$ cat src/design/rcc_pkg.sv
// shared types, constants and card tables for the colour card classifier
// no dependencies; every other design file refers to this package by scoped names
package rcc_pkg;

  // card table and search tree shape
  localparam int unsigned CardCountDef = 7;
  localparam int unsigned TableSize    = 16;
  localparam int unsigned GroupSize    = 4;
  localparam int unsigned GroupCount   = TableSize / GroupSize;

  // queue between front and back, and front pipeline depth
  localparam int unsigned QueueDepth  = 8;
  localparam int unsigned FrontStages = 3;

  // quotient bits of the pipelined dividers
  localparam int unsigned DivBits = 9;

  // register reset values
  localparam logic [15:0] DarkLimitRst  = 16'd300;
  localparam logic [15:0] WhiteLimitRst = 16'd30000;
  localparam logic [7:0]  GreyLimitRst  = 8'd8;
  localparam logic [15:0] ScaleRedRst   = 16'd4096;
  localparam logic [15:0] ScaleGreenRst = 16'd5435;
  localparam logic [15:0] ScaleBlueRst  = 16'd7770;

  typedef enum logic [2:0] {
    RegDarkLimit  = 3'd0,
    RegWhiteLimit = 3'd1,
    RegGreyLimit  = 3'd2,
    RegScaleRed   = 3'd3,
    RegScaleGreen = 3'd4,
    RegScaleBlue  = 3'd5
  } reg_idx_e;

  typedef struct packed {
    logic [15:0] dark_lim;
    logic [15:0] white_lim;
    logic [7:0]  grey_lim;
    logic [15:0] scale_r;
    logic [15:0] scale_g;
    logic [15:0] scale_b;
  } cfg_t;

  // one queued word: class for non-colour readings, else division operands
  typedef struct packed {
    logic        is_col;
    logic [3:0]  cls;
    logic [16:0] hue_num;
    logic [7:0]  hue_den;
    logic [14:0] sat_num;
    logic [7:0]  sat_den;
  } entry_t;

  // card hue table, unused entries zero
  function automatic logic [8:0] card_hue(input logic [3:0] idx);
    logic [8:0] h;
    case (idx)
      4'd0: h = 9'd349;
      4'd1: h = 9'd147;
      4'd2: h = 9'd213;
      4'd3: h = 9'd13;
      4'd4: h = 9'd351;
      4'd5: h = 9'd352;
      4'd6: h = 9'd186;
      default: h = 9'd0;
    endcase
    return h;
  endfunction

  // card saturation table, unused entries zero
  function automatic logic [6:0] card_sat(input logic [3:0] idx);
    logic [6:0] s;
    case (idx)
      4'd0: s = 7'd56;
      4'd1: s = 7'd21;
      4'd2: s = 7'd31;
      4'd3: s = 7'd38;
      4'd4: s = 7'd27;
      4'd5: s = 7'd46;
      4'd6: s = 7'd11;
      default: s = 7'd0;
    endcase
    return s;
  endfunction

endpackage

$ cat src/design/rcc_front.sv
// front end: channel scaling, clear/grey classification, hue and saturation operands
// depends on rcc_pkg
module rcc_front #(
  parameter int unsigned CARD_COUNT = rcc_pkg::CardCountDef
) (
  input  logic                  clk_i,
  input  logic                  rst_ni,
  input  rcc_pkg::cfg_t         cfg_i,
  input  logic                  in_valid_i,
  input  logic [15:0]           dark_clear_i,
  input  logic [15:0]           lit_clear_i,
  input  logic [15:0]           red_raw_i,
  input  logic [15:0]           green_raw_i,
  input  logic [15:0]           blue_raw_i,
  output logic                  push_o,
  output rcc_pkg::entry_t       entry_o
);

  function automatic logic [7:0] sat8(input logic [31:0] p);
    return (|p[31:28]) ? 8'hFF : p[27:20];
  endfunction

  // stage 1: gain multiply and saturate
  logic [31:0] prod_r, prod_g, prod_b;
  assign prod_r = 32'(red_raw_i) * 32'(cfg_i.scale_r);
  assign prod_g = 32'(green_raw_i) * 32'(cfg_i.scale_g);
  assign prod_b = 32'(blue_raw_i) * 32'(cfg_i.scale_b);

  logic       v1_q, clr1_q, wht1_q;
  logic [7:0] r1_q, g1_q, b1_q;

  always_ff @(posedge clk_i or negedge rst_ni) begin
    if (!rst_ni) begin
      v1_q <= 1'b0;
    end else begin
      v1_q <= in_valid_i;
    end
  end

  always_ff @(posedge clk_i) begin
    clr1_q <= dark_clear_i > cfg_i.dark_lim;
    wht1_q <= lit_clear_i > cfg_i.white_lim;
    r1_q   <= sat8(prod_r);
    g1_q   <= sat8(prod_g);
    b1_q   <= sat8(prod_b);
  end

  // stage 2: max, min, spread and class for non-colour readings
  logic [7:0] hi_d, lo_d, c_d;
  logic [3:0] cls_d;
  logic       col_d;

  always_comb begin
    hi_d = r1_q;
    lo_d = r1_q;
    if (g1_q > hi_d) hi_d = g1_q;
    if (b1_q > hi_d) hi_d = b1_q;
    if (g1_q < lo_d) lo_d = g1_q;
    if (b1_q < lo_d) lo_d = b1_q;
    c_d   = hi_d - lo_d;
    col_d = !clr1_q && !(c_d < cfg_i.grey_lim);
    if (clr1_q) begin
      cls_d = 4'(CARD_COUNT + 2);
    end else if (wht1_q) begin
      cls_d = 4'(CARD_COUNT);
    end else begin
      cls_d = 4'(CARD_COUNT + 1);
    end
  end

  logic       v2_q, col2_q, hir2_q, hig2_q;
  logic [3:0] cls2_q;
  logic [7:0] hi2_q, lo2_q, c2_q, r2_q, g2_q, b2_q;

  always_ff @(posedge clk_i or negedge rst_ni) begin
    if (!rst_ni) begin
      v2_q <= 1'b0;
    end else begin
      v2_q <= v1_q;
    end
  end

  always_ff @(posedge clk_i) begin
    col2_q <= col_d;
    cls2_q <= cls_d;
    hi2_q  <= hi_d;
    lo2_q  <= lo_d;
    c2_q   <= c_d;
    r2_q   <= r1_q;
    g2_q   <= g1_q;
    b2_q   <= b1_q;
    hir2_q <= hi_d == r1_q;
    hig2_q <= hi_d == g1_q;
  end

  // stage 3: hue numerator, saturation numerator and lightness denominator
  logic [18:0] c19, r19, g19, b19, hnum;
  logic [8:0]  sum;
  logic [7:0]  den;
  rcc_pkg::entry_t entry_d;

  always_comb begin
    c19 = 19'(c2_q);
    r19 = 19'(r2_q);
    g19 = 19'(g2_q);
    b19 = 19'(b2_q);
    if (hir2_q) begin
      if (g2_q >= b2_q) begin
        hnum = 19'd60 * (g19 - b19);
      end else begin
        hnum = 19'd360 * c19 - 19'd60 * (b19 - g19);
      end
    end else if (hig2_q) begin
      hnum = 19'd120 * c19 + 19'd60 * b19 - 19'd60 * r19;
    end else begin
      hnum = 19'd240 * c19 + 19'd60 * r19 - 19'd60 * g19;
    end
    sum = 9'(hi2_q) + 9'(lo2_q);
    den = (sum <= 9'd255) ? sum[7:0] : 8'(9'd510 - sum);
    entry_d.is_col  = col2_q;
    entry_d.cls     = cls2_q;
    entry_d.hue_num = hnum[16:0];
    entry_d.hue_den = c2_q;
    entry_d.sat_num = 15'd100 * 15'(c2_q);
    entry_d.sat_den = den;
  end

  logic            v3_q;
  rcc_pkg::entry_t entry_q;

  always_ff @(posedge clk_i or negedge rst_ni) begin
    if (!rst_ni) begin
      v3_q <= 1'b0;
    end else begin
      v3_q <= v2_q;
    end
  end

  always_ff @(posedge clk_i) begin
    entry_q <= entry_d;
  end

  assign push_o  = v3_q;
  assign entry_o = entry_q;

endmodule

$ cat config.mk
export PLATFORM = sky130hd
export DESIGN_NAME = rcc_front
export DESIGN_NICKNAME = d
export VERILOG_FILES = /design/src/design/rcc_pkg.sv /design/src/design/rcc_front.sv
export SDC_FILE = /design/constraint.sdc
export NUM_CORES = 2
export LEC_CHECK = 0
export ABC_AREA = 1
export ABC_CLOCK_PERIOD_IN_PS = 5580
export BUFFER_PORTS_ARGS = -buffer_cell sky130_fd_sc_hd__clkbuf_2
export CAP_MARGIN = 20
export CELL_PAD_IN_SITES_DETAIL_PLACEMENT = 1
export CELL_PAD_IN_SITES_GLOBAL_PLACEMENT = 1
export CORE_ASPECT_RATIO = 0.5
export CORE_UTILIZATION = 44
export DETAILED_ROUTE_END_ITERATION = 10
export PLACE_DENSITY = 0.77
export SLEW_MARGIN = 20
export SYNTH_ARGS = -nofsm -noshare
export SYNTH_HDL_FRONTEND = slang
export SYNTH_SLANG_ARGS = --single-unit
$ cat constraint.sdc
create_clock -name clk_i -period 5.58 [get_ports clk_i]
set_input_delay 0 -clock clk_i [delete_from_list [all_inputs] [get_ports clk_i]]
set_output_delay 0 -clock clk_i [all_outputs]
set_load 0.02 [all_outputs]
# --- After elaboration in Yosys (flattened, before gate mapping) ---
# Cells that the tools add are included.
totals:
  regBits: 135
  inputBits: 171
  output_inout_bits: 54
op_classes:
  add_sub_neg: 10
  n_mul: 12
  n_lt_le_gt_ge: 9
  n_eq_ne: 2
  mux: 9
  reduce_logical: 6
op_table:
  columns: ["op", "count"]
  rows:
  - ["multiplier 16 x 16 -> 32 bit", 3]
  - ["multiplier 4 x 8 -> 12 bit (first input constant)", 5]
  - ["2-to-1 mux 17 bit", 3]
  - ["2-to-1 mux 8 bit", 5]
  - ["multiplier 4 x 19 -> 15 bit (first input constant)", 2]
  - ["greater-than comparator 16 bit", 2]
  - ["< comparator 8 bit", 3]
  - ["subtractor 8 x 8 -> 9 bit", 2]
  - ["adder 16 x 14 -> 17 bit", 1]
  - ["subtractor 16 x 14 -> 17 bit", 1]
  - ["subtractor 17 x 14 -> 17 bit", 1]
  - ["subtractor 17 bit", 1]
  - ["adder 15 x 14 -> 16 bit", 1]
  - ["== test 8 bit", 2]
  - ["greater-than comparator 8 bit", 2]
  - ["multiplier 6 x 8 -> 14 bit (first input constant)", 1]
  - ["multiplier 5 x 8 -> 13 bit (first input constant)", 1]
  - ["OR reduction 4 bit", 3]
  - ["adder 8 x 8 -> 9 bit", 1]
  - ["<= comparator 9 x 8 -> 1 bit (second input constant)", 1]
  - [">= comparator 8 bit", 1]
  - ["subtractor 8 bit", 1]
  - ["subtractor 8 bit (first input constant)", 1]
  - ["2-to-1 mux 4 bit", 1]
  - ["other kinds (2)", 3]

# --- Depth between registers and ports, before layout ---
depth:
  word_depth: 8
  depth_mapped: 39
  mapped_depth_nobuf: 38

# --- Worst setup path after synthesis ---
# No wires, ideal clock.
synth_path:
  path_type: "input-to-reg"
  start: "input green_raw_i[13]"
  end: "register g1_q[0]"
  setup_time_ns: 0.133
  arrival_time_ns: 5.657
  t_required_ns: 5.447
  slack_ns: -0.210
  stages: 25
  path_buffers: 2
  path_cell_list: "clkbuf_1 > clkbuf_1 > nand2_1 > fa_1 > inv_1 > fa_1 > inv_1 > fa_1 > inv_1 > fa_1 > fa_1 > inv_1 > fa_1 > inv_1 > ha_1 > nand2_1 > nor4_1 > nand2_1 > o211ai_1 > a21oi_1 > nor3_1 > nor3_1 > xor2_1 > nor3_2 > nand2_1"
synth_between:
  elab_chain_len: 2
synth_lines:
  columns: ["element", "line_no", "rtl"]
  rows:
  - ["from (decl)", "rcc_front.sv:13", "input logic [15:0] green_raw_i,"]
  - ["multiplier 16 x 16 -> 32 bit (*)", "rcc_front.sv:26", "assign prod_g = 32'(green_raw_i) * 32'(cfg_i.scale_g);"]
  - ["OR reduction 4 bit", "rcc_front.sv:20", "return (|p[31:28]) ? 8'hFF : p[27:20];"]
  - ["to (signal assigned)", "rcc_front.sv:44", "g1_q <= sat8(prod_g);"]
  - ["to (decl)", "rcc_front.sv:30", "logic [7:0] r1_q, g1_q, b1_q;"]
# Mark *: on every way between the ends. The rest lies on a longest branch, timed or not.
# A chain may end at the register's enable or synchronous reset.

==> results.cfg <==
[global_routing]
grt_pass1_wl_um = 193300
antenna_found_initial = 2
grt_start_max_net_pins = 22
grt_usage_pct = 25.94
first_global_vias = 38010
grt-ovfl-total = 0

[timing]
timing.fmax_mhz = 184.3
worst_clock_skew_ns = 0.01381
maxSlewHeadroom_pct = 42.69
maxSlewViolCount = 0
final-hold-violation-count = 0
timing.hold.ws_ns = 0.06351
worst_slew_pin_slew_ns = 0.8585
period_needed_ns = 5.426
portion_of_the_clock_cycle_consumed_by_the_worst_path_in_the_final_layout_pct = 97.23
finalSetupViolCount = 0
unrepaired_setup_endpoints_after_global_routing = yes

[synthesis]
synthFlopType = sky130_fd_sc_hd__dfxtp_1
synth_cell_types = 58
number_of_standard_cells_after_synthesis = 5135
synth_area_leaders = sky130_fd_sc_hd__fa_1, sky130_fd_sc_hd__ha_1, sky130_fd_sc_hd__inv_1
synth_enable_flop_cells = 0
syn-cell-area_sq_um = 39950
yosysWarningCount = 0
postSynthRegisterBits = 128
synthArstFlopShare_pct = 2.344
synth_sequential_area_ratio_pct = 6.451
syn-mean-instance-area_sq_um = 7.781
synth.top_cell.area_share_pct = 35.07
cell_taking_the_most_area_after_synthesis = sky130_fd_sc_hd__fa_1

[route]
dr.pass1.iters = 5
wire_per_inst_um = 17.59
routed_via_density = 5.015
ant_nets = 0
detail_route.drc_violations = 0
wirelength_um = 117300
via_count = 33460
detailedRoute.firstIterationViolations = 1501

[die]
die_x_um = 428.2
floorplan.die.height_um = 215.1
ios = 225
row_count = 77
design.die.area_sq_um = 92090
core_area_sq_um = 89120
floorplan.initialDensity_pct = 44.83

[status]
status = finished clean

[cts]
tritoncts = built
insertion_delay_ns = 0.45
cts_inserted_buffers = 17
cts_root_buf = sky130_fd_sc_hd__clkbuf_16
clock_path_buffers = 2
clk_transition_reported_paths_ns = 0.07
cts_h_tree_depth = 4
cts.sink_count = 128

[placed_design]
portBuffers = 220
gp_routability_congestion = 0.9105
dpl.hpwl_um = 103900

[critical_path]
crit_path_top_delay_cell = sky130_fd_sc_hd__fa_1
worstSetupEndpointType = flip-flop
critical_path_class = flip-flop to flip-flop
max_stage_delay_ns = 0.61
timing.critical_path.from_type = flip-flop
worstPathMaxFanout = 3
cp_data_arrival_time_ns = 5.78
critical_path_required_ns = 5.94

[cells_and_area]
layout-area-overhead-vs-synth_pct = 12.61
proportion_of_layout_cells_with_a_drive_suffix_above_1_pct = 11.67
most-common-layout-cells = sky130_fd_sc_hd__inv_1, sky130_fd_sc_hd__nand2_1, sky130_fd_sc_hd__fa_1
diodes = 0
final_common_cell = sky130_fd_sc_hd__inv_1
finalNetCount = 6919

[flow_run]
cap_violations = 0

[min_path]
hold_class = input pin to flip-flop
## flip-flops by register name (all words and copies together), names as in the netlist
signal,cells
v1_q,1
hi2_q,8
push_o,1
g2_q,8
b1_q,8
clr1_q,1
entry_o,45
hir2_q,1
c2_q,8
g1_q,8
wht1_q,1
r1_q,8
hig2_q,1
cls2_q,3
b2_q,8
r2_q,8
v2_q,1
lo2_q,8
col2_q,1
## per-layer routing
| layer | vias to the layer above | track usage (%) | share of wire (%) |
|---|---|---|---|
| met4 | 0 | 4.784 | 1.5 |
| met5 | - | 0 | 0 |
| met1 | 17030 | 33.94 | 44 |
| met2 | 559 | 46.95 | 51 |
| met3 | 113 | 2.212 | 3.4 |
| li1 | 15750 | - | - |
## metrics by stage
stage / cell area, sq um / setup WS, ns / instances / setup TNS (ns) / util [%]
after floorplan: 40040 / 0.001067 / 5138 / 0 / -
after global placement: 43990 / -0.2286 / 6626 / -4.251 / 49.36
after detailed placement: 43990 / -0.4124 / 6626 / -9.132 / 49.36
after CTS: 44600 / 0.03650 / 6661 / 0 / 50.05
after global routing: 44990 / -0.1643 / 6671 / -0.3911 / 50.49
final: 44990 / 0.1544 / 6671 / 0 / 50.49
## path summary, 6_finish.rpt
path,to,startpoint,slack (ns),cells after the start
max,entry_o[44],b2_q[0],0.15,27
min,col2_q,cfg_i[48],0.06,6
max reg2reg,entry_o[44],b2_q[0],0.15,27
min reg2reg,entry_o[51],cls2_q[3],0.33,0
max in group asynchronous,push_o,rst_ni,4.97,3
min in group asynchronous,v1_q,rst_ni,0.45,3
## what timing repair did
item | in CTS | in global routing
setup buffers | 0 | 10
gates resized for setup | 7 | 111
hold buffers | 3 | 0
hold endpoints to repair | 4 | 0
setup endpoints to repair | 6 | 31
pin swaps | 0 | 22
## cell usage after synthesis, drive strengths merged, types with 3 or more instances
cell       n
a211oi     6
a21boi     5
a21o       6
a21oi    257
a221o      3
a31oi     17
and2       6
buf       11
clkbuf   193
dfrtp      3
dfxtp    125
fa       700
ha       575
inv     1450
nand2   1137
nand3     68
nand3b    10
nand4     17
nor2     124
nor3      28
nor4       7
o211ai     9
o21a      14
o21ai    142
o21bai    17
o221ai     4
o22ai      3
o31ai      4
or2        4
xnor2     66
xor2     108
## worst max-delay path: cells and delay by family (launching register included)
kind            cells  cell delay, ns
compound gates      9            1.58
fa+ha+maj           6            2.19
buf+inv             3            0.24
flops               1            0.34
simple gates        7            0.55
xor+xnor            2            0.42
## cell families after synthesis
logic type                 count (synthesis)  share of synthesized area, %
and+or+nand+nor                         1402                         13.92
other                                      1                      0.009386
DFF                                      128                         6.451
adders and majority gates               1275                         53.08
AOI/OAI and AO/OA                        499                         7.034
xor gates and xnor gates                 174                         3.814
buffers and inverters                   1656                         15.70
## layout make-up
cell class              instances  area (sq um)
multi-input cells            3354         31440
repair buffers                520          3468
clock inverters                15         142.6
well taps                    1185          1483
inverters                    1452          5450
clock buffers                  17         425.4
fillers                     11090         44120
flip-flops and latches        128          2587
Power is not shown: default switching activity piles up to over one toggle a cycle in this logic, so the estimate is an artifact.
