File: config.mk
export PLATFORM = sky130hd
export DESIGN_NAME = rcc_queue
export DESIGN_NICKNAME = d
export VERILOG_FILES = /design/src/design/rcc_pkg.sv /design/src/design/rcc_queue.sv
export SDC_FILE = /design/constraint.sdc
export NUM_CORES = 1
export LEC_CHECK = 0
export ABC_AREA = 1
export CORE_UTILIZATION = 45
export CTS_BUF_LIST = sky130_fd_sc_hd__clkbuf_4 sky130_fd_sc_hd__clkbuf_8
export DETAILED_ROUTE_END_ITERATION = 10
export DONT_BUFFER_PORTS = 1
export PLACE_DENSITY_LB_ADDON = 0.15
export SLEW_MARGIN = 10
export SYNTH_ARGS = -nofsm -noshare
export SYNTH_HDL_FRONTEND = slang
export SYNTH_SLANG_ARGS = --single-unit
File: constraint.sdc
create_clock -name clk_i -period 11.2 [get_ports clk_i]
set_input_delay 1.68 -clock clk_i [delete_from_list [all_inputs] [get_ports clk_i]]
set_output_delay 1.68 -clock clk_i [all_outputs]
set_load 0.02 [all_outputs]
File: src/design/rcc_pkg.sv
// shared types, constants and card tables for the colour card classifier
// no dependencies; every other design file refers to this package by scoped names
package rcc_pkg;

  // card table and search tree shape
  localparam int unsigned CardCountDef = 7;
  localparam int unsigned TableSize    = 16;
  localparam int unsigned GroupSize    = 4;
  localparam int unsigned GroupCount   = TableSize / GroupSize;

  // queue between front and back, and front pipeline depth
  localparam int unsigned QueueDepth  = 8;
  localparam int unsigned FrontStages = 3;

  // quotient bits of the pipelined dividers
  localparam int unsigned DivBits = 9;

  // register reset values
  localparam logic [15:0] DarkLimitRst  = 16'd300;
  localparam logic [15:0] WhiteLimitRst = 16'd30000;
  localparam logic [7:0]  GreyLimitRst  = 8'd8;
  localparam logic [15:0] ScaleRedRst   = 16'd4096;
  localparam logic [15:0] ScaleGreenRst = 16'd5435;
  localparam logic [15:0] ScaleBlueRst  = 16'd7770;

  typedef enum logic [2:0] {
    RegDarkLimit  = 3'd0,
    RegWhiteLimit = 3'd1,
    RegGreyLimit  = 3'd2,
    RegScaleRed   = 3'd3,
    RegScaleGreen = 3'd4,
    RegScaleBlue  = 3'd5
  } reg_idx_e;

  typedef struct packed {
    logic [15:0] dark_lim;
    logic [15:0] white_lim;
    logic [7:0]  grey_lim;
    logic [15:0] scale_r;
    logic [15:0] scale_g;
    logic [15:0] scale_b;
  } cfg_t;

  // one queued word: class for non-colour readings, else division operands
  typedef struct packed {
    logic        is_col;
    logic [3:0]  cls;
    logic [16:0] hue_num;
    logic [7:0]  hue_den;
    logic [14:0] sat_num;
    logic [7:0]  sat_den;
  } entry_t;

  // card hue table, unused entries zero
  function automatic logic [8:0] card_hue(input logic [3:0] idx);
    logic [8:0] h;
    case (idx)
      4'd0: h = 9'd349;
      4'd1: h = 9'd147;
      4'd2: h = 9'd213;
      4'd3: h = 9'd13;
      4'd4: h = 9'd351;
      4'd5: h = 9'd352;
      4'd6: h = 9'd186;
      default: h = 9'd0;
    endcase
    return h;
  endfunction

  // card saturation table, unused entries zero
  function automatic logic [6:0] card_sat(input logic [3:0] idx);
    logic [6:0] s;
    case (idx)
      4'd0: s = 7'd56;
      4'd1: s = 7'd21;
      4'd2: s = 7'd31;
      4'd3: s = 7'd38;
      4'd4: s = 7'd27;
      4'd5: s = 7'd46;
      4'd6: s = 7'd11;
      default: s = 7'd0;
    endcase
    return s;
  endfunction

endpackage

File: src/design/rcc_queue.sv
// short word queue between front and back, registered read side
// depends on rcc_pkg
module rcc_queue #(
  parameter int unsigned DEPTH = rcc_pkg::QueueDepth
) (
  input  logic                       clk_i,
  input  logic                       rst_ni,
  input  logic                       push_i,
  input  rcc_pkg::entry_t            data_i,
  output logic                       valid_o,
  output rcc_pkg::entry_t            data_o,
  output logic [$clog2(DEPTH+1)-1:0] level_o
);

  localparam int unsigned PtrW = $clog2(DEPTH);
  localparam int unsigned LvlW = $clog2(DEPTH + 1);

  rcc_pkg::entry_t mem [DEPTH];
  logic [PtrW-1:0] wr_q, rd_q;
  logic [LvlW-1:0] level_q;
  logic            pop, valid_q;
  rcc_pkg::entry_t data_q;

  // back never stalls, so any stored word leaves at once
  assign pop = level_q != '0;

  // pointers and fill level
  always_ff @(posedge clk_i or negedge rst_ni) begin
    if (!rst_ni) begin
      wr_q    <= '0;
      rd_q    <= '0;
      level_q <= '0;
      valid_q <= 1'b0;
    end else begin
      if (push_i) wr_q <= (wr_q == PtrW'(DEPTH - 1)) ? '0 : wr_q + 1'b1;
      if (pop) rd_q <= (rd_q == PtrW'(DEPTH - 1)) ? '0 : rd_q + 1'b1;
      level_q <= level_q + LvlW'(push_i) - LvlW'(pop);
      valid_q <= pop;
    end
  end

  // storage write and registered read
  always_ff @(posedge clk_i) begin
    if (push_i) mem[wr_q] <= data_i;
    if (pop) data_q <= mem[rd_q];
  end

  assign valid_o = valid_q;
  assign data_o  = data_q;
  assign level_o = level_q;

  a_no_overflow: assert property (@(posedge clk_i) disable iff (!rst_ni)
    !(push_i && !pop && level_q == LvlW'(DEPTH)))
    else $error("queue overflow");

endmodule

Word-level counts from Yosys, hierarchy flattened
Memories as Yosys holds them, arrays and structs flattened. A register that Yosys moved wholly into a read port is not among the register bits.
Cells that the tools add are included.
Operators by class
  add/subtract/negate cells: 4
  equal/unequal tests: 2
  mux-type cells: 4
  reduce and logical (&&, ||, !) cells: 1
Operators with widths (number)
  3-bit by 1-bit adder with 3-bit output (second input constant): 2
  3-bit equality test (second input constant): 2
  3-bit 2-to-1 mux: 2
  4-bit by 1-bit adder with 4-bit output: 1
  4-bit nonzero test: 1
  4-bit by 1-bit subtractor with 4-bit output: 1
  1-bit 2-to-1 mux: 2
Word-level totals
  register bits after elaboration: 11
  RAM bits: 424
  bits of input ports: 56
  output and inout bits: 58
  logic and storage cells: 16
  memories kept: 1
Memory list
  mem: words 8, width 53, rd ports 1, clocked after Yosys merged registers in 1, write ports 1, line rcc_queue.sv:18  | rcc_pkg::entry_t mem [DEPTH];

Depth between registers and ports, before layout
Gate-level depths: netlist of run 1.
  depth in word-level cells: 2
  depth in mapped cells: 9
  mapped depth without buffers: 9

Worst setup path after synthesis of run 1
No wires, ideal clock.
  path type: input port to flip-flop
  start: in push_i
  end: mem mem[1][0] (netlist name) (enable)
  setup time: 0.464 ns
  arrival time: 4.012 ns
  required time: 10.736 ns
  path slack: 6.723 ns
  cell stages on the path: 2
  path buffers: 0
  path through: nand2_1 -> nor2_1
On the way
  word-level cells in the longest chain between the ends: 2
RTL lines
  start: declaration: line rcc_queue.sv:8  | input logic push_i,
  1-bit 2-to-1 mux: line rcc_queue.sv:44  | if (push_i) mem[wr_q] <= data_i;
  1-bit 2-to-1 mux (implied by the code): line rcc_queue.sv:44
  end: declaration: line rcc_queue.sv:18
Every way passes these cells.

==> results.sh, run 1 <==
export IMPL_dpl_hpwl_um=21700
export IMPL_outcome="completed"
export IMPL_grt_ovfl_total=0
export IMPL_ys_top_cells_by_area="edfxtp_1, nand2_1, inv_1, nand3_1, dfrtp_1"
export IMPL_synth_area_leader_cell="edfxtp_1"
export IMPL_die_w_um=217
export IMPL_worst_pin_slew_ns=1.16
export IMPL_critPathMaxFanout=141
export IMPL_clockBufferDepth=3
export IMPL_netlist_area_sq_um=20700
export IMPL_synth_nets=2017
export IMPL_hold_ws_ns=0.626
export IMPL_clockRootBuffer="clkbuf_8"
export IMPL_final_area_sq_um=22800
export IMPL_die_y_um=217
export IMPL_grt_pass1_wl_um=69300
export IMPL_clkTransAtPathRegs_ns=0.06
export IMPL_post_route_cells_drive_above_1_share=0.0820
export IMPL_synthCells=1951
export IMPL_core_area_sq_um=45400
export IMPL_antenna_found_initial=0
export IMPL_final_util=0.502
export IMPL_drt_total_wl_um=43600
export IMPL_fin_nets=2038
export IMPL_synth_seq_area_share=0.705
export IMPL_yosysMostFrequentCell="nand2_1"
export IMPL_tritoncts="done"
export IMPL_grt_pass1_vias=12500
export IMPL_die_area_sq_um=46900
export IMPL_yosys_area_top_type_share=0.692
export IMPL_critPathKind="reg2reg"
export IMPL_drv_slew=0
export IMPL_ys_flop_type="edfxtp_1"
export IMPL_drc=0
export IMPL_rsz0062_at_grt="false"
export IMPL_finClkSkew_ns=0.0283
export IMPL_cap_violations=0
export IMPL_fmax_mhz=313
export IMPL_place_congestion=0.700
export IMPL_setup_viol=0
export IMPL_cts_sinks=488
export IMPL_min_delay_path_class="reg2reg"
export IMPL_wire_per_inst_um=16.6
export IMPL_htree_levels=3
export IMPL_vias_per_cell=4.74
export IMPL_min_period_ns=3.19
export IMPL_clk_latency_ns=0.65
export IMPL_synthArstFlopShare=0.0225
export IMPL_postCtsSetupRepairBufs=0
export IMPL_slew_headroom=0.227
export IMPL_start_util=0.456
export IMPL_yosys_warnings=0
export IMPL_drt_initial_drc_count=693
export IMPL_ant_nets=0
export IMPL_p_leak_uw=0.0102
export IMPL_fin_total_pwr_uw=5790
export IMPL_synth_common_cells="nand2_1, edfxtp_1, inv_1"
export IMPL_grt_max_degree=142
export IMPL_arrival_ns=3.57
export IMPL_drt_pass1_iterations=6
export IMPL_end_kind="register"
export IMPL_port_buffers=0
export IMPL_synth_edf_count=477
export IMPL_area_growth_pct=9.91
export IMPL_post_cts_resized=0
export IMPL_fin_crit_sh=0.285
export IMPL_power_density_nw_per_um2=254
export IMPL_synth_area_per_cell_sq_um=10.6
export IMPL_startpoint_type="register"
export IMPL_finalHoldViolations=0
export IMPL_ir_drop_mv=0.189
export IMPL_critPathRequiredTime_ns=11.58
export IMPL_ys_ff_latch=488
export IMPL_routed_via_count=12500
export IMPL_finalSetupTns_ns=0
export IMPL_antenna_cells=0
export IMPL_grt_usage=0.193
export IMPL_synth_cell_types=18
export IMPL_top_level_ports=114
export IMPL_num_rows=78
export IMPL_hold_buffers=0
export IMPL_cts_buffers=85
export IMPL_placed_area_sq_um=21100
-- critical path, stage by stage (launching register included) --
cell	delay, ns
dfrtp_4	0.71
inv_6	0.84
buf_4	0.80
nand2_1	0.12
nand3_1	0.11
nand2_1	0.09
nand2_1	0.06
nand2_1	0.06
-- state kept, by name, indices dropped and copies added, names as in the netlist --
signal,flops
data_o,53
wr_q,3
rd_q,3
level_o,4
mem,424
valid_o,1
-- where the power goes --
group / total, uW / leakage (uW) / switching, uW / internal [uW]
logic: 1530 / 0.00481 / 1100 / 428
clock network: 1560 / 0.000872 / 690 / 871
registers: 2690 / 0.00455 / 296 / 2400
-- layout by cell type (no fill, tap or decap), types with 6 or more instances in the layout --
master | netlist | routed
nand2_1 | 698 | 698
edfxtp_1 | 477 | 477
inv_1 | 436 | 436
nand3_1 | 218 | 217
clkbuf_8 | 0 | 91
clkbuf_4 | 0 | 38
buf_4 | 10 | 15
clkinv_1 | 0 | 14
ha_1 | 9 | 9
nor2_4 | 0 | 8
dfrtp_1 | 11 | 8
o21ai_0 | 6 | 6
-- per-stage QoR --
stage                     cells  setup WS [ns]
after floorplan            1951           6.72
after global placement     2485           7.61
after detailed placement   2485           7.61
after CTS                  2636           7.91
after global routing       2636           7.69
final                      2636           8.01
-- per-layer routing --
| metal | global-route usage | share of wire | up-vias |
|---|---|---|---|
| met1 | 0.247 | 0.45 | 6006 |
| met5 | 0 | 0 | - |
| met4 | 0.0692 | 0.019 | 0 |
| met3 | 0.0476 | 0.057 | 65 |
| met2 | 0.317 | 0.48 | 270 |
| li1 | - | - | 6160 |
-- worst paths after layout --
path | startpoint | end | slack, ns | cells past startpoint
worst max-delay path | rd_q[0]$_DFFE_PN0N_ | data_o[49]$_DFFE_PN_ | 8.01 | 7
worst min-delay path | wr_q[2]$_DFFE_PN0P_ | wr_q[2]$_DFFE_PN0P_ | 0.63 | 2
worst max register to register | rd_q[0]$_DFFE_PN0N_ | data_o[49]$_DFFE_PN_ | 8.01 | 7
worst min register to register | wr_q[2]$_DFFE_PN0P_ | wr_q[2]$_DFFE_PN0P_ | 0.63 | 2
max in group asynchronous | rst_ni | rd_q[1]$_DFFE_PN0N_ | 10.38 | 0
min in group asynchronous | rst_ni | valid_o$_DFF_PN0_ | 0.74 | 0
-- logic make-up after synthesis --
kind of cell             count (synthesis)  share of synthesized area
AO/OA/AOI/OAI                            7                    0.00169
XOR/XNOR                                 2                   0.000846
adder cells (fa/ha/maj)                 10                    0.00640
buffers and inverters                  520                      0.106
flip-flops                             488                      0.705
AND/OR/NAND/NOR                        924                      0.181
-- cell type report --
type                            count  area (sq um)
Sequential cell                   488         14600
Tap cell                          600           751
Timing Repair Buffer               15           113
Clock inverter                     22           104
Clock buffer                      129          1540
Inverter                          439          1660
Multi-Input combinational cell    943          4000
Fill cell                        4068         22600
(Power assumes the default switching activity.)
==> run 2: changes to the inputs <==
clock period = 2.8 ns   (was 11.2 ns; I/O delays follow)
==> run 2 against run 1 <==
Against the previous run:
- clock skew fell by 0.012 ns
- utilization rose by 1.8 points
- cell area rose by 3.5%
- fmax rose by 52%
- critical path type unchanged
- total power rose to 4.1 times the previous value
- sequential power rose to 3.9 times the previous value
- largest cell class unchanged
- largest power group unchanged
- sequential share of layout area fell by 2.2 points
- combinational power rose to 4.4 times the previous value
- first-iteration DRC count rose by 22%
- critical path depth fell by 3
- worst hold slack got worse by 0.39 ns
==> results.sh, run 2 (same netlist as run 1, synthesis figures left out) <==
export IMPL_outcome="completed"
export IMPL_p_sw_uw=8440
export IMPL_worst_slack_ns=0.705
export IMPL_drt_initial_drc_count=844
export IMPL_min_period_ns=2.10
export IMPL_critPathKind="reg2reg"
export IMPL_hold_ws_ns=0.237
export IMPL_num_rows=78
export IMPL_arrival_ns=2.34
export IMPL_largest_register="mem"
export IMPL_cts_sinks=488
export IMPL_p_int_uw=15100
export IMPL_rsz0062_at_grt="false"
export IMPL_slew_headroom=0.320
export IMPL_ff2ff_path_depth=4
export IMPL_end_kind="register"
export IMPL_drt_total_wl_um=45000
export IMPL_swShare=0.358
export IMPL_p_leak_uw=0.0106
export IMPL_clockRootBuffer="clkbuf_8"
export IMPL_layout_commonest_cell="nand2_1"
export IMPL_final_area_sq_um=23600
export IMPL_core_area_sq_um=45400
export IMPL_worst_pin_slew_ns=1.02
export IMPL_htree_levels=3
export IMPL_drv_slew=0
export IMPL_critPathRequiredTime_ns=3.05
export IMPL_fin_nets=2098
export IMPL_min_delay_path_class="in2async"
export IMPL_finClkSkew_ns=0.0163
export IMPL_antenna_cells=0
export IMPL_finalHoldViolations=0
export IMPL_postCtsSetupRepairBufs=0
export IMPL_dpl_hpwl_um=20600
export IMPL_fin_crit_sh=0.748
export IMPL_multiInputGateArea_sq_um=4000
export IMPL_grt_pass1_wl_um=70400
export IMPL_final_cell_mix="nand2_1, edfxtp_1, inv_1"
export IMPL_drt_pass1_iterations=5
export IMPL_drc=0
export IMPL_setup_viol=0
export IMPL_fmax_mhz=477
export IMPL_grt_pass1_vias=12700
export IMPL_cap_violations=0
export IMPL_ir_drop_mv=0.914
export IMPL_p_comb_frac=0.287
export IMPL_place_congestion=0.707
export IMPL_hold_buffers=55
export IMPL_regArea_sq_um=14600
export IMPL_power_frac_clock=0.267
export IMPL_grt_ovfl_total=0
export IMPL_post_route_cells_drive_above_1_share=0.0809
export IMPL_critPathMaxFanout=60
export IMPL_start_util=0.456
export IMPL_tritoncts="done"
export IMPL_wire_per_inst_um=16.7
export IMPL_area_growth_pct=13.8
export IMPL_antenna_found_initial=3
export IMPL_cts_buffers=84
export IMPL_placed_area_sq_um=21400
export IMPL_routed_via_count=12600
export IMPL_largest_reg_flops=424
export IMPL_grt_usage=0.197
export IMPL_vias_per_cell=4.70
export IMPL_clk_latency_ns=0.64
export IMPL_grt_max_degree=129
export IMPL_port_buffers=0
export IMPL_power_density_nw_per_um2=1000
export IMPL_fillCellCount=3987
export IMPL_die_y_um=217
export IMPL_final_util=0.519
export IMPL_clockBufferDepth=3
export IMPL_clkTransAtPathRegs_ns=0.06
export IMPL_die_w_um=217
export IMPL_startpoint_type="register"
export IMPL_top_level_ports=114
export IMPL_pwr_share_seq=0.446
export IMPL_place_ws_ns=0.690
export IMPL_die_area_sq_um=46900
export IMPL_ant_nets=0
export IMPL_post_cts_resized=0
[run 2: path summary, 6_finish.rpt]
check / slack [ns] / from / endpoint
setup / recovery: 0.70 / level_o[2]$_DFF_PN0_ / data_o[10]$_DFFE_PN_
hold / removal: 0.24 / rst_ni / rd_q[1]$_DFFE_PN0N_
setup reg to reg: 0.70 / level_o[2]$_DFF_PN0_ / data_o[10]$_DFFE_PN_
hold reg to reg: 0.63 / wr_q[2]$_DFFE_PN0P_ / wr_q[2]$_DFFE_PN0P_
max in group asynchronous: 2.10 / rst_ni / rd_q[0]$_DFFE_PN0N_
min in group clk_i: 0.46 / push_i / mem[0][52]$_DFFE_PP_
[run 2: metal layers]
metal | global-route usage | vias up | wire (um)
li1 | - | 6281 | -
met1 | 0.259 | 6038 | 20000
met2 | 0.326 | 238 | 21700
met3 | 0.0413 | 77 | 2340
met4 | 0.0683 | 6 | 919
met5 | 0 | - | 38
[run 2: stage by stage]
| stage | power [uW] | std cells | TNS [ns] |
|---|---|---|---|
| floorplan | 15500 | 1951 | -94.89 |
| CTS | 24000 | 2688 | 0 |
| global route | 25100 | 2688 | 0 |
| detailed placement | 17400 | 2491 | 0 |
| finish | 23600 | 2688 | 0 |
| global placement | 17300 | 2491 | 0 |
[run 2: layout make-up]
class	instances	area share
clock buffers	123	0.0639
clock inverters	19	0.00568
inverters	439	0.0702
multi-input cells	943	0.170
flip-flops and latches	488	0.620
well taps	600	0.0318
repair buffers	76	0.0391
[run 2: critical path, stage by stage (launching register included)]
cell	delay (ns)
dfrtp_1	0.46
inv_1	0.10
ha_1	0.23
nand3_4	0.09
buf_4	0.78
[run 2: power by group through the flow]
stage / clock [uW] / sequential [uW] / combinational [uW]
3_5_place_dp: 0 / 10700 / 6760
4_1_cts: 6490 / 10500 / 6930
2_1_floorplan: 0 / 10500 / 5000
5_1_grt: 6780 / 10600 / 7720
3_3_place_gp: 0 / 10700 / 6630
6_report: 6300 / 10500 / 6760
