[src/design/rcc_pkg.sv]
// shared types, constants and card tables for the colour card classifier
// no dependencies; every other design file refers to this package by scoped names
package rcc_pkg;

  // card table and search tree shape
  localparam int unsigned CardCountDef = 7;
  localparam int unsigned TableSize    = 16;
  localparam int unsigned GroupSize    = 4;
  localparam int unsigned GroupCount   = TableSize / GroupSize;

  // queue between front and back, and front pipeline depth
  localparam int unsigned QueueDepth  = 8;
  localparam int unsigned FrontStages = 3;

  // quotient bits of the pipelined dividers
  localparam int unsigned DivBits = 9;

  // register reset values
  localparam logic [15:0] DarkLimitRst  = 16'd300;
  localparam logic [15:0] WhiteLimitRst = 16'd30000;
  localparam logic [7:0]  GreyLimitRst  = 8'd8;
  localparam logic [15:0] ScaleRedRst   = 16'd4096;
  localparam logic [15:0] ScaleGreenRst = 16'd5435;
  localparam logic [15:0] ScaleBlueRst  = 16'd7770;

  typedef enum logic [2:0] {
    RegDarkLimit  = 3'd0,
    RegWhiteLimit = 3'd1,
    RegGreyLimit  = 3'd2,
    RegScaleRed   = 3'd3,
    RegScaleGreen = 3'd4,
    RegScaleBlue  = 3'd5
  } reg_idx_e;

  typedef struct packed {
    logic [15:0] dark_lim;
    logic [15:0] white_lim;
    logic [7:0]  grey_lim;
    logic [15:0] scale_r;
    logic [15:0] scale_g;
    logic [15:0] scale_b;
  } cfg_t;

  // one queued word: class for non-colour readings, else division operands
  typedef struct packed {
    logic        is_col;
    logic [3:0]  cls;
    logic [16:0] hue_num;
    logic [7:0]  hue_den;
    logic [14:0] sat_num;
    logic [7:0]  sat_den;
  } entry_t;

  // card hue table, unused entries zero
  function automatic logic [8:0] card_hue(input logic [3:0] idx);
    logic [8:0] h;
    case (idx)
      4'd0: h = 9'd349;
      4'd1: h = 9'd147;
      4'd2: h = 9'd213;
      4'd3: h = 9'd13;
      4'd4: h = 9'd351;
      4'd5: h = 9'd352;
      4'd6: h = 9'd186;
      default: h = 9'd0;
    endcase
    return h;
  endfunction

  // card saturation table, unused entries zero
  function automatic logic [6:0] card_sat(input logic [3:0] idx);
    logic [6:0] s;
    case (idx)
      4'd0: s = 7'd56;
      4'd1: s = 7'd21;
      4'd2: s = 7'd31;
      4'd3: s = 7'd38;
      4'd4: s = 7'd27;
      4'd5: s = 7'd46;
      4'd6: s = 7'd11;
      default: s = 7'd0;
    endcase
    return s;
  endfunction

endpackage

[src/design/rcc_back.sv]
// back end: pipelined hue and saturation dividers, nearest card search, result strobe
// depends on rcc_pkg
module rcc_back #(
  parameter int unsigned CARD_COUNT = rcc_pkg::CardCountDef
) (
  input  logic            clk_i,
  input  logic            rst_ni,
  input  logic            valid_i,
  input  rcc_pkg::entry_t entry_i,
  output logic            done_o,
  output logic [3:0]      card_class_o,
  output logic [8:0]      hue_deg_o,
  output logic [6:0]      sat_pct_o
);

  localparam int unsigned NB = rcc_pkg::DivBits;
  localparam int unsigned NT = rcc_pkg::TableSize;
  localparam int unsigned GS = rcc_pkg::GroupSize;
  localparam int unsigned NG = rcc_pkg::GroupCount;

  typedef struct packed {
    logic        valid;
    logic        is_col;
    logic [3:0]  cls;
    logic [16:0] hrem;
    logic [7:0]  hden;
    logic [8:0]  hq;
    logic [14:0] srem;
    logic [7:0]  sden;
    logic [8:0]  sq;
  } div_t;

  div_t div_q [NB+1];
  div_t div_d [NB];

  // one quotient bit per stage for both divisions
  always_comb begin
    logic [16:0] hsh, ssh, srem17;
    for (int s = 0; s < NB; s++) begin
      div_d[s] = div_q[s];
      hsh = 17'(div_q[s].hden) << (NB - 1 - s);
      ssh = 17'(div_q[s].sden) << (NB - 1 - s);
      srem17 = 17'(div_q[s].srem);
      if (div_q[s].hrem >= hsh) begin
        div_d[s].hrem = div_q[s].hrem - hsh;
        div_d[s].hq[NB-1-s] = 1'b1;
      end
      if (srem17 >= ssh) begin
        div_d[s].srem = 15'(srem17 - ssh);
        div_d[s].sq[NB-1-s] = 1'b1;
      end
    end
  end

  always_ff @(posedge clk_i or negedge rst_ni) begin
    if (!rst_ni) begin
      for (int s = 0; s <= NB; s++) div_q[s] <= '0;
    end else begin
      div_q[0].valid   <= valid_i;
      div_q[0].is_col  <= entry_i.is_col;
      div_q[0].cls     <= entry_i.cls;
      div_q[0].hrem    <= entry_i.hue_num;
      div_q[0].hden    <= entry_i.hue_den;
      div_q[0].hq      <= '0;
      div_q[0].srem    <= entry_i.sat_num;
      div_q[0].sden    <= entry_i.sat_den;
      div_q[0].sq      <= '0;
      for (int s = 0; s < NB; s++) div_q[s+1] <= div_d[s];
    end
  end

  // final hue and saturation, zero divisor gives zero
  logic       mid_v_q, mid_col_q;
  logic [3:0] mid_cls_q;
  logic [8:0] mid_hue_q;
  logic [6:0] mid_sat_q;

  always_ff @(posedge clk_i or negedge rst_ni) begin
    if (!rst_ni) begin
      mid_v_q <= 1'b0;
    end else begin
      mid_v_q <= div_q[NB].valid;
    end
  end

  always_ff @(posedge clk_i) begin
    mid_col_q <= div_q[NB].is_col;
    mid_cls_q <= div_q[NB].cls;
    mid_hue_q <= (div_q[NB].hden == '0) ? '0 : div_q[NB].hq;
    mid_sat_q <= (div_q[NB].sden == '0) ? '0 : div_q[NB].sq[6:0];
  end

  // distance to every card, unused cards get the largest distance
  logic [16:0] dist_d [NT];

  always_comb begin
    logic [8:0] ch, diff;
    logic [7:0] t, hd;
    logic [6:0] cs, sd;
    for (int i = 0; i < NT; i++) begin
      ch   = rcc_pkg::card_hue(4'(i));
      cs   = rcc_pkg::card_sat(4'(i));
      diff = (mid_hue_q >= ch) ? mid_hue_q - ch : ch - mid_hue_q;
      t    = (diff >= 9'd180) ? 8'(diff - 9'd180) : 8'(9'd180 - diff);
      hd   = 8'd180 - t;
      sd   = (mid_sat_q >= cs) ? mid_sat_q - cs : cs - mid_sat_q;
      if (i < CARD_COUNT) begin
        dist_d[i] = 17'(hd) * 17'(hd) + 17'(sd) * 17'(sd);
      end else begin
        dist_d[i] = '1;
      end
    end
  end

  logic        dst_v_q, dst_col_q;
  logic [3:0]  dst_cls_q;
  logic [8:0]  dst_hue_q;
  logic [6:0]  dst_sat_q;
  logic [16:0] dist_q [NT];

  always_ff @(posedge clk_i or negedge rst_ni) begin
    if (!rst_ni) begin
      dst_v_q <= 1'b0;
    end else begin
      dst_v_q <= mid_v_q;
    end
  end

  always_ff @(posedge clk_i) begin
    dst_col_q <= mid_col_q;
    dst_cls_q <= mid_cls_q;
    dst_hue_q <= mid_hue_q;
    dst_sat_q <= mid_sat_q;
    for (int i = 0; i < NT; i++) dist_q[i] <= dist_d[i];
  end

  // first level of the search tree, earlier card wins a tie
  logic [16:0] gmin_d [NG];
  logic [3:0]  gidx_d [NG];

  always_comb begin
    for (int g = 0; g < NG; g++) begin
      gmin_d[g] = dist_q[g*GS];
      gidx_d[g] = 4'(g * GS);
      for (int j = 1; j < GS; j++) begin
        if (dist_q[g*GS+j] < gmin_d[g]) begin
          gmin_d[g] = dist_q[g*GS+j];
          gidx_d[g] = 4'(g * GS + j);
        end
      end
    end
  end

  logic        grp_v_q, grp_col_q;
  logic [3:0]  grp_cls_q;
  logic [8:0]  grp_hue_q;
  logic [6:0]  grp_sat_q;
  logic [16:0] gmin_q [NG];
  logic [3:0]  gidx_q [NG];

  always_ff @(posedge clk_i or negedge rst_ni) begin
    if (!rst_ni) begin
      grp_v_q <= 1'b0;
    end else begin
      grp_v_q <= dst_v_q;
    end
  end

  always_ff @(posedge clk_i) begin
    grp_col_q <= dst_col_q;
    grp_cls_q <= dst_cls_q;
    grp_hue_q <= dst_hue_q;
    grp_sat_q <= dst_sat_q;
    for (int g = 0; g < NG; g++) begin
      gmin_q[g] <= gmin_d[g];
      gidx_q[g] <= gidx_d[g];
    end
  end

  // second level of the search tree
  logic [16:0] best;
  logic [3:0]  best_idx;

  always_comb begin
    best     = gmin_q[0];
    best_idx = gidx_q[0];
    for (int g = 1; g < NG; g++) begin
      if (gmin_q[g] < best) begin
        best     = gmin_q[g];
        best_idx = gidx_q[g];
      end
    end
  end

  // result registers, one strobe per word
  logic       done_q;
  logic [3:0] cls_q;
  logic [8:0] hue_q;
  logic [6:0] sat_q;

  always_ff @(posedge clk_i or negedge rst_ni) begin
    if (!rst_ni) begin
      done_q <= 1'b0;
    end else begin
      done_q <= grp_v_q;
    end
  end

  always_ff @(posedge clk_i) begin
    cls_q <= grp_col_q ? best_idx : grp_cls_q;
    hue_q <= grp_col_q ? grp_hue_q : '0;
    sat_q <= grp_col_q ? grp_sat_q : '0;
  end

  assign done_o       = done_q;
  assign card_class_o = cls_q;
  assign hue_deg_o    = hue_q;
  assign sat_pct_o    = sat_q;

  a_hue_range: assert property (@(posedge clk_i) disable iff (!rst_ni)
    div_q[NB].valid && div_q[NB].hden != '0 |-> div_q[NB].hq < 9'd360)
    else $error("hue quotient out of range");

  a_sat_range: assert property (@(posedge clk_i) disable iff (!rst_ni)
    div_q[NB].valid && div_q[NB].sden != '0 |-> div_q[NB].sq <= 9'd100)
    else $error("saturation quotient out of range");

  a_strobe_source: assert property (@(posedge clk_i) disable iff (!rst_ni)
    done_o |-> $past(dst_v_q, 2))
    else $error("result strobe without a word in the search");

endmodule

[config.mk]
export PLATFORM = sky130hd
export DESIGN_NAME = rcc_back
export DESIGN_NICKNAME = d
export VERILOG_FILES = /design/src/design/rcc_pkg.sv /design/src/design/rcc_back.sv
export SDC_FILE = /design/constraint.sdc
export NUM_CORES = 2
export LEC_CHECK = 0
export BUFFER_PORTS_ARGS = -buffer_cell sky130_fd_sc_hd__buf_2
export CAP_MARGIN = 25
export CELL_PAD_IN_SITES_DETAIL_PLACEMENT = 0
export CELL_PAD_IN_SITES_GLOBAL_PLACEMENT = 1
export CORE_ASPECT_RATIO = 0.75
export CORE_MARGIN = 2
export CORE_UTILIZATION = 47
export CTS_CLUSTER_SIZE = 16
export DETAILED_ROUTE_END_ITERATION = 10
export GPL_ROUTABILITY_DRIVEN = 1
export MAX_ROUTING_LAYER = met4
export PLACE_DENSITY_LB_ADDON = 0.2
export SKIP_LAST_GASP = 1
export SLEW_MARGIN = 20
export SYNTH_ARGS = -nofsm -noshare
export SYNTH_HDL_FRONTEND = slang
export SYNTH_SLANG_ARGS = --single-unit
export TNS_END_PERCENT = 100
[constraint.sdc]
create_clock -name clk_i -period 9.84 [get_ports clk_i]
set_input_delay 1.968 -clock clk_i [delete_from_list [all_inputs] [get_ports clk_i]]
set_output_delay 1.968 -clock clk_i [all_outputs]
set_load 0.01 [all_outputs]
; ---- Word-level counts from Yosys, hierarchy flattened
; Memory sizes are Yosys's and may differ from the RTL's.
; Index checks and enable logic that the tools add are counted.
[totals]
elab_cells = 331
input_bits = 56
n_memories = 3
reg_bits = 668
out_inout_bits = 21
ram_bits = 356
[mem_list]
columns = name, depth, width, rd, rd_clocked_by_memory_dff, write_ports, line_no
row1 = dist_q, 16, 17, 16, 0, 16, rcc_back.sv:119  ; logic [16:0] dist_q [NT];
row2 = gmin_q, 4, 17, 4, 0, 4, rcc_back.sv:158  ; logic [16:0] gmin_q [NG];
row3 = gidx_q, 4, 4, 4, 0, 4, rcc_back.sv:159  ; logic [3:0] gidx_q [NG];
[classes]
reduce_logical = 2
muxes = 83
mul = 14
add_sub_neg = 72
magnitude_cmp = 54
[op_table]
columns = operator, count
row1 = two-way mux 17 bit, 22
row2 = < comparator 17 bit, 15
row3 = two-way mux 15 bit, 8
row4 = adder 16 x 14 -> 17 bit, 7
row5 = multiplier 8 x 8 -> 16 bit, 7
row6 = subtractor 8 bit (first input constant), 14
row7 = multiplier 7 x 7 -> 14 bit, 7
row8 = >= comparator 9 x 8 -> 1 bit (second input constant), 10
row9 = two-way mux 9 bit, 7
row10 = two-way mux 8 bit, 7
row11 = subtractor 8 bit (second input constant), 7
row12 = two-way mux 7 bit, 7
row13 = two-way mux 4 bit, 8
row14 = subtractor 15 bit, 2
row15 = >= comparator 9 bit (second input constant), 3
row16 = subtractor 8 x 9 -> 9 bit (first input constant), 3
row17 = subtractor 9 x 8 -> 9 bit (second input constant), 3
row18 = subtractor 9 bit (first input constant), 3
row19 = subtractor 9 bit (second input constant), 3
row20 = >= comparator 7 x 5 -> 1 bit (second input constant), 3
row21 = >= comparator 7 x 6 -> 1 bit (second input constant), 3
row22 = subtractor 5 x 7 -> 7 bit (first input constant), 3
row23 = subtractor 6 x 7 -> 7 bit (first input constant), 3
row24 = subtractor 7 x 5 -> 7 bit (second input constant), 3
row25 = other kinds (42), 67

; ---- Longest topological paths before layout
; An unclocked memory read counts as a cell.
[logic_depth]
ltp_word = 8
mapped_depth = 47
mapped_depth_nobuf = 43

; ---- Least setup slack after synthesis
; Ideal clock, no wire load.
[synth_path]
path_kind = flip-flop to flip-flop
start = register mid_hue_q[5]
end = memory dist_q[4][16], in the netlist dist_q[0][84]
setup_ns = 0.127
synth_period_minus_slack_ns = 10.569
path_buffers = 4
slack_ns = -0.729
arrival_time_ns = 10.442
t_required_ns = 9.713
stages_incl_launch_ff = 42
path_cell_list = dfxtp_1 -> buf_6 -> inv_1 -> clkbuf_1 -> ha_1 -> buf_4 -> a22oi_1 -> o21ai_2 -> a21boi_1 -> ha_1 -> nor2b_1 -> a21oi_1 -> or4_1 -> o211a_1 -> a311oi_2 -> buf_4 -> nor2_2 -> a2111o_1 -> (+6 left out) -> fa_1 -> inv_1 -> fa_1 -> inv_1 -> fa_1 -> fa_1 -> inv_1 -> ha_1 -> a21oi_1 -> nor2b_1 -> o41ai_1 -> o2111ai_1 -> a31o_2 -> a21o_1 -> xor2_1 -> and3b_1 -> a2111o_1 -> or3_1
[synth_rtl]
columns = item, line_no
row1 = "start, declared", rcc_back.sv:75  ; logic [8:0] mid_hue_q;
row2 = "start signal, assigned", rcc_back.sv:89  ; mid_hue_q <= (div_q[NB].hden == '0) ? '0 : div_q[NB].hq;
row3 = "end, declared", rcc_back.sv:119

==> summary.txt <==
Run status = finished clean
Largest net degree at the start of global routing = 202
Seq/Total Area, Yosys = 0.325
Wire length of the first global-routing pass = 239 mm
Die ar. = 129,000 um^2
Row count = 112
Mapped Avg Cell Area = 9.81 um^2
Min Hold Slack = 325 ps
GP Congestion = 0.925
CTS tree = done
Die height = 312 um
CP max stage cell = fa_1
Crit path DAT = 10,080 ps
Fraction of registers with async set/reset = 0.716
Die X-Extent = 415 um
Max Cap Viol = 0
WP data required = 10,420 ps
Syn_nets = 7,224
Adder-cell share of the synthesized area = 0.291
Final worst-path cycle share = 0.965
Tmin final = 9490 ps
Max Slew Vio Count = 0
Main combinational cell family by area after synthesis = adder cells
Gate Count Post-Synth = 6,058
Final wirelength = 146 mm
Nets = 7,568
Final setup viols = 0
Tot GR Track Use = 0.240
Mapped cell area = 59,400 um^2
Clk_lat worst skew = 700 ps
DP Wirelength = 118 mm
Antenna cells = 0
Number of synthesized register bits = 817
CTS max path bufs = 3
Post-Synth XOR/XNOR Area = 0.0558
Root Buffer = clkbuf_16
Vias in the first global route = 42,700
Slew @ Worst Pin = 985 ps
# IOs = 77
Vias per cell = 5.17
Layout cell share with drive strength beyond 1 = 0.121
Avg WL per Cell = 18.0 um
WS Path Type = reg2reg
Initial Util = 0.476
Worst Path Max Fanout = 5
CORE AREA = 125,000 um^2
Max stage delay on crit path = 540 ps
First-pass iteration count of the detailed router = 5
Synth Area in Compound Gates = 0.112
Area Growth Syn to Fin = 13.1%
Crit-path most repeated cell = fa_1
Reg clk slew, reported paths = 80 ps
Clock sinks = 817
Total grt overflow = 0
Worst Skew = 54.7 ps
Max_slew headroom = 0.339
Multiplexer share of the synthesized area = 0.0213
HP Class = reg2reg
RSZ-0062 raised after global routing = true
Placement Setup Slack = 7.59 ps
Fmax = 105 MHz
Antenna-violating nets left = 0
CTS Hold Buffers Added = 0
TritonCTS buffer count = 84
Antenna violations before repair = 9
Post-route setup TNS = 0 ps
PortBufs = 76
YS warnings = 0
Area share of and/or/nand/nor cells after synthesis = 0.122
Final worst slack = 345 ps
Drt drc = 0
Fin. Hold Viols = 0
Core Util, Final = 0.538
Main synth FF type = dfrtp_1
1st-iter DRT viols = 3,085
Unique masters post-synth = 115
H-tree depth = 3
Crit path capture type = flop
Type of origin of the critical path = flop
Number of enable flip-flop cells after synthesis = 0
Vias = 42,000
metal layers:
layer  track usage  wire [um]  vias up
li1              -          -    20500
met1         0.369      76300    20400
met2         0.337      60100      909
met3        0.0352       7710      142
met4        0.0395       2050        0
met5             -          0        -
cells by family (layout without fill, tap and decap cells):
group | after synthesis | count (layout)
and+or+nand+nor | 1501 | 1501
buffers and inverters | 1133 | 1548
DFF | 817 | 817
muxes | 121 | 121
xor gates and xnor gates | 368 | 368
AOI/OAI and AO/OA | 1008 | 1008
adders and majority gates | 1110 | 1110
cell type report:
class	instances	area (um^2)
fillers	11300	57700
multi-input cells	4108	36200
flip-flops and latches	817	19300
inverters	1006	3780
repair buffers	385	2830
clock buffers	116	2420
well taps	1653	2070
clock inverters	41	568
synthesized netlist by cell type (all sizes together), types with 80 or more instances:
library cell,count,area share
mux2i,82,0.014
o21ai,196,0.017
dfrtp,585,0.25
dfxtp,232,0.078
nor2b,82,0.0086
xor2,92,0.014
ha,660,0.14
a21oi,339,0.029
xnor2,276,0.042
a21o,128,0.016
nand2,270,0.017
nor2,597,0.038
clkbuf,80,0.0051
fa,450,0.15
nand2b,109,0.011
inv,1006,0.064
nor3,82,0.0071
timing repair:
| action | CTS | global route |
|---|---|---|
| gates resized for setup | 1 | 102 |
| setup buffers | 1 | 13 |
| pin swaps | 1 | 37 |
| setup endpoints to repair | 1 | 21 |
path summary, 6_finish.rpt:
kind / from / end / slack [ps] / cells past startpoint
worst max-delay path: mid_hue_q[5] / dist_q[0][84] / 350 / 39
worst min-delay path: dst_hue_q[4] / grp_hue_q[4] / 330 / 0
worst max register to register: mid_hue_q[5] / dist_q[0][84] / 350 / 39
worst min register to register: dst_hue_q[4] / grp_hue_q[4] / 330 / 0
max in group asynchronous: rst_ni / div_q[69] / 6490 / 3
min in group asynchronous: rst_ni / div_d[624] / 1290 / 1
through the flow:
stage,instance area [um^2],cells
2_1_floorplan,59500,6058
3_3_place_gp,63600,7952
3_5_place_dp,63600,7953
4_1_cts,66600,8111
5_1_grt,67200,8126
6_report,67200,8126
critical path, delay by kind of cell, from the launching register on:
family | cells | cell delay, ps
buffers and inverters | 7 | 700
XOR/XNOR | 3 | 530
adder cells (fa/ha/maj) | 9 | 3650
AO/OA/AOI/OAI | 12 | 2410
AND/OR/NAND/NOR | 7 | 1480
flip-flops | 1 | 370
multiplexers | 1 | 280
registers in the layout, indices dropped and copies added, names as in the netlist, 4 cells and up:
register      count
div_q           326
div_d           255
dist_q          111
gmin_q           34
dst_hue_q         9
grp_hue_q         9
hue_deg_o         9
mid_hue_q         9
dst_sat_q         7
grp_sat_q         7
mid_sat_q         7
sat_pct_o         7
card_class_o      4
dst_cls_q         4
gidx_q            4
grp_cls_q         4
mid_cls_q         4
layout by cell type, fill, tap and decap left out, types with 77 or more instances in the layout:
cell / Yosys / routed
a21o_1: 128 / 128
dfxtp_1: 232 / 224
nor2b_1: 82 / 79
nor3_1: 80 / 77
xnor2_1: 265 / 259
o21ai_0: 179 / 172
ha_1: 660 / 653
inv_1: 1002 / 1001
nand2_1: 267 / 265
xor2_1: 91 / 85
dfrtp_1: 585 / 585
a21oi_1: 335 / 311
fa_1: 450 / 450
nand2b_1: 109 / 108
clkbuf_16: 0 / 85
nor2_1: 596 / 589
buf_4: 8 / 294
mux2i_1: 80 / 77
Power is not shown: default switching activity piles up to over one toggle a cycle in this logic, so the estimate is an artifact.
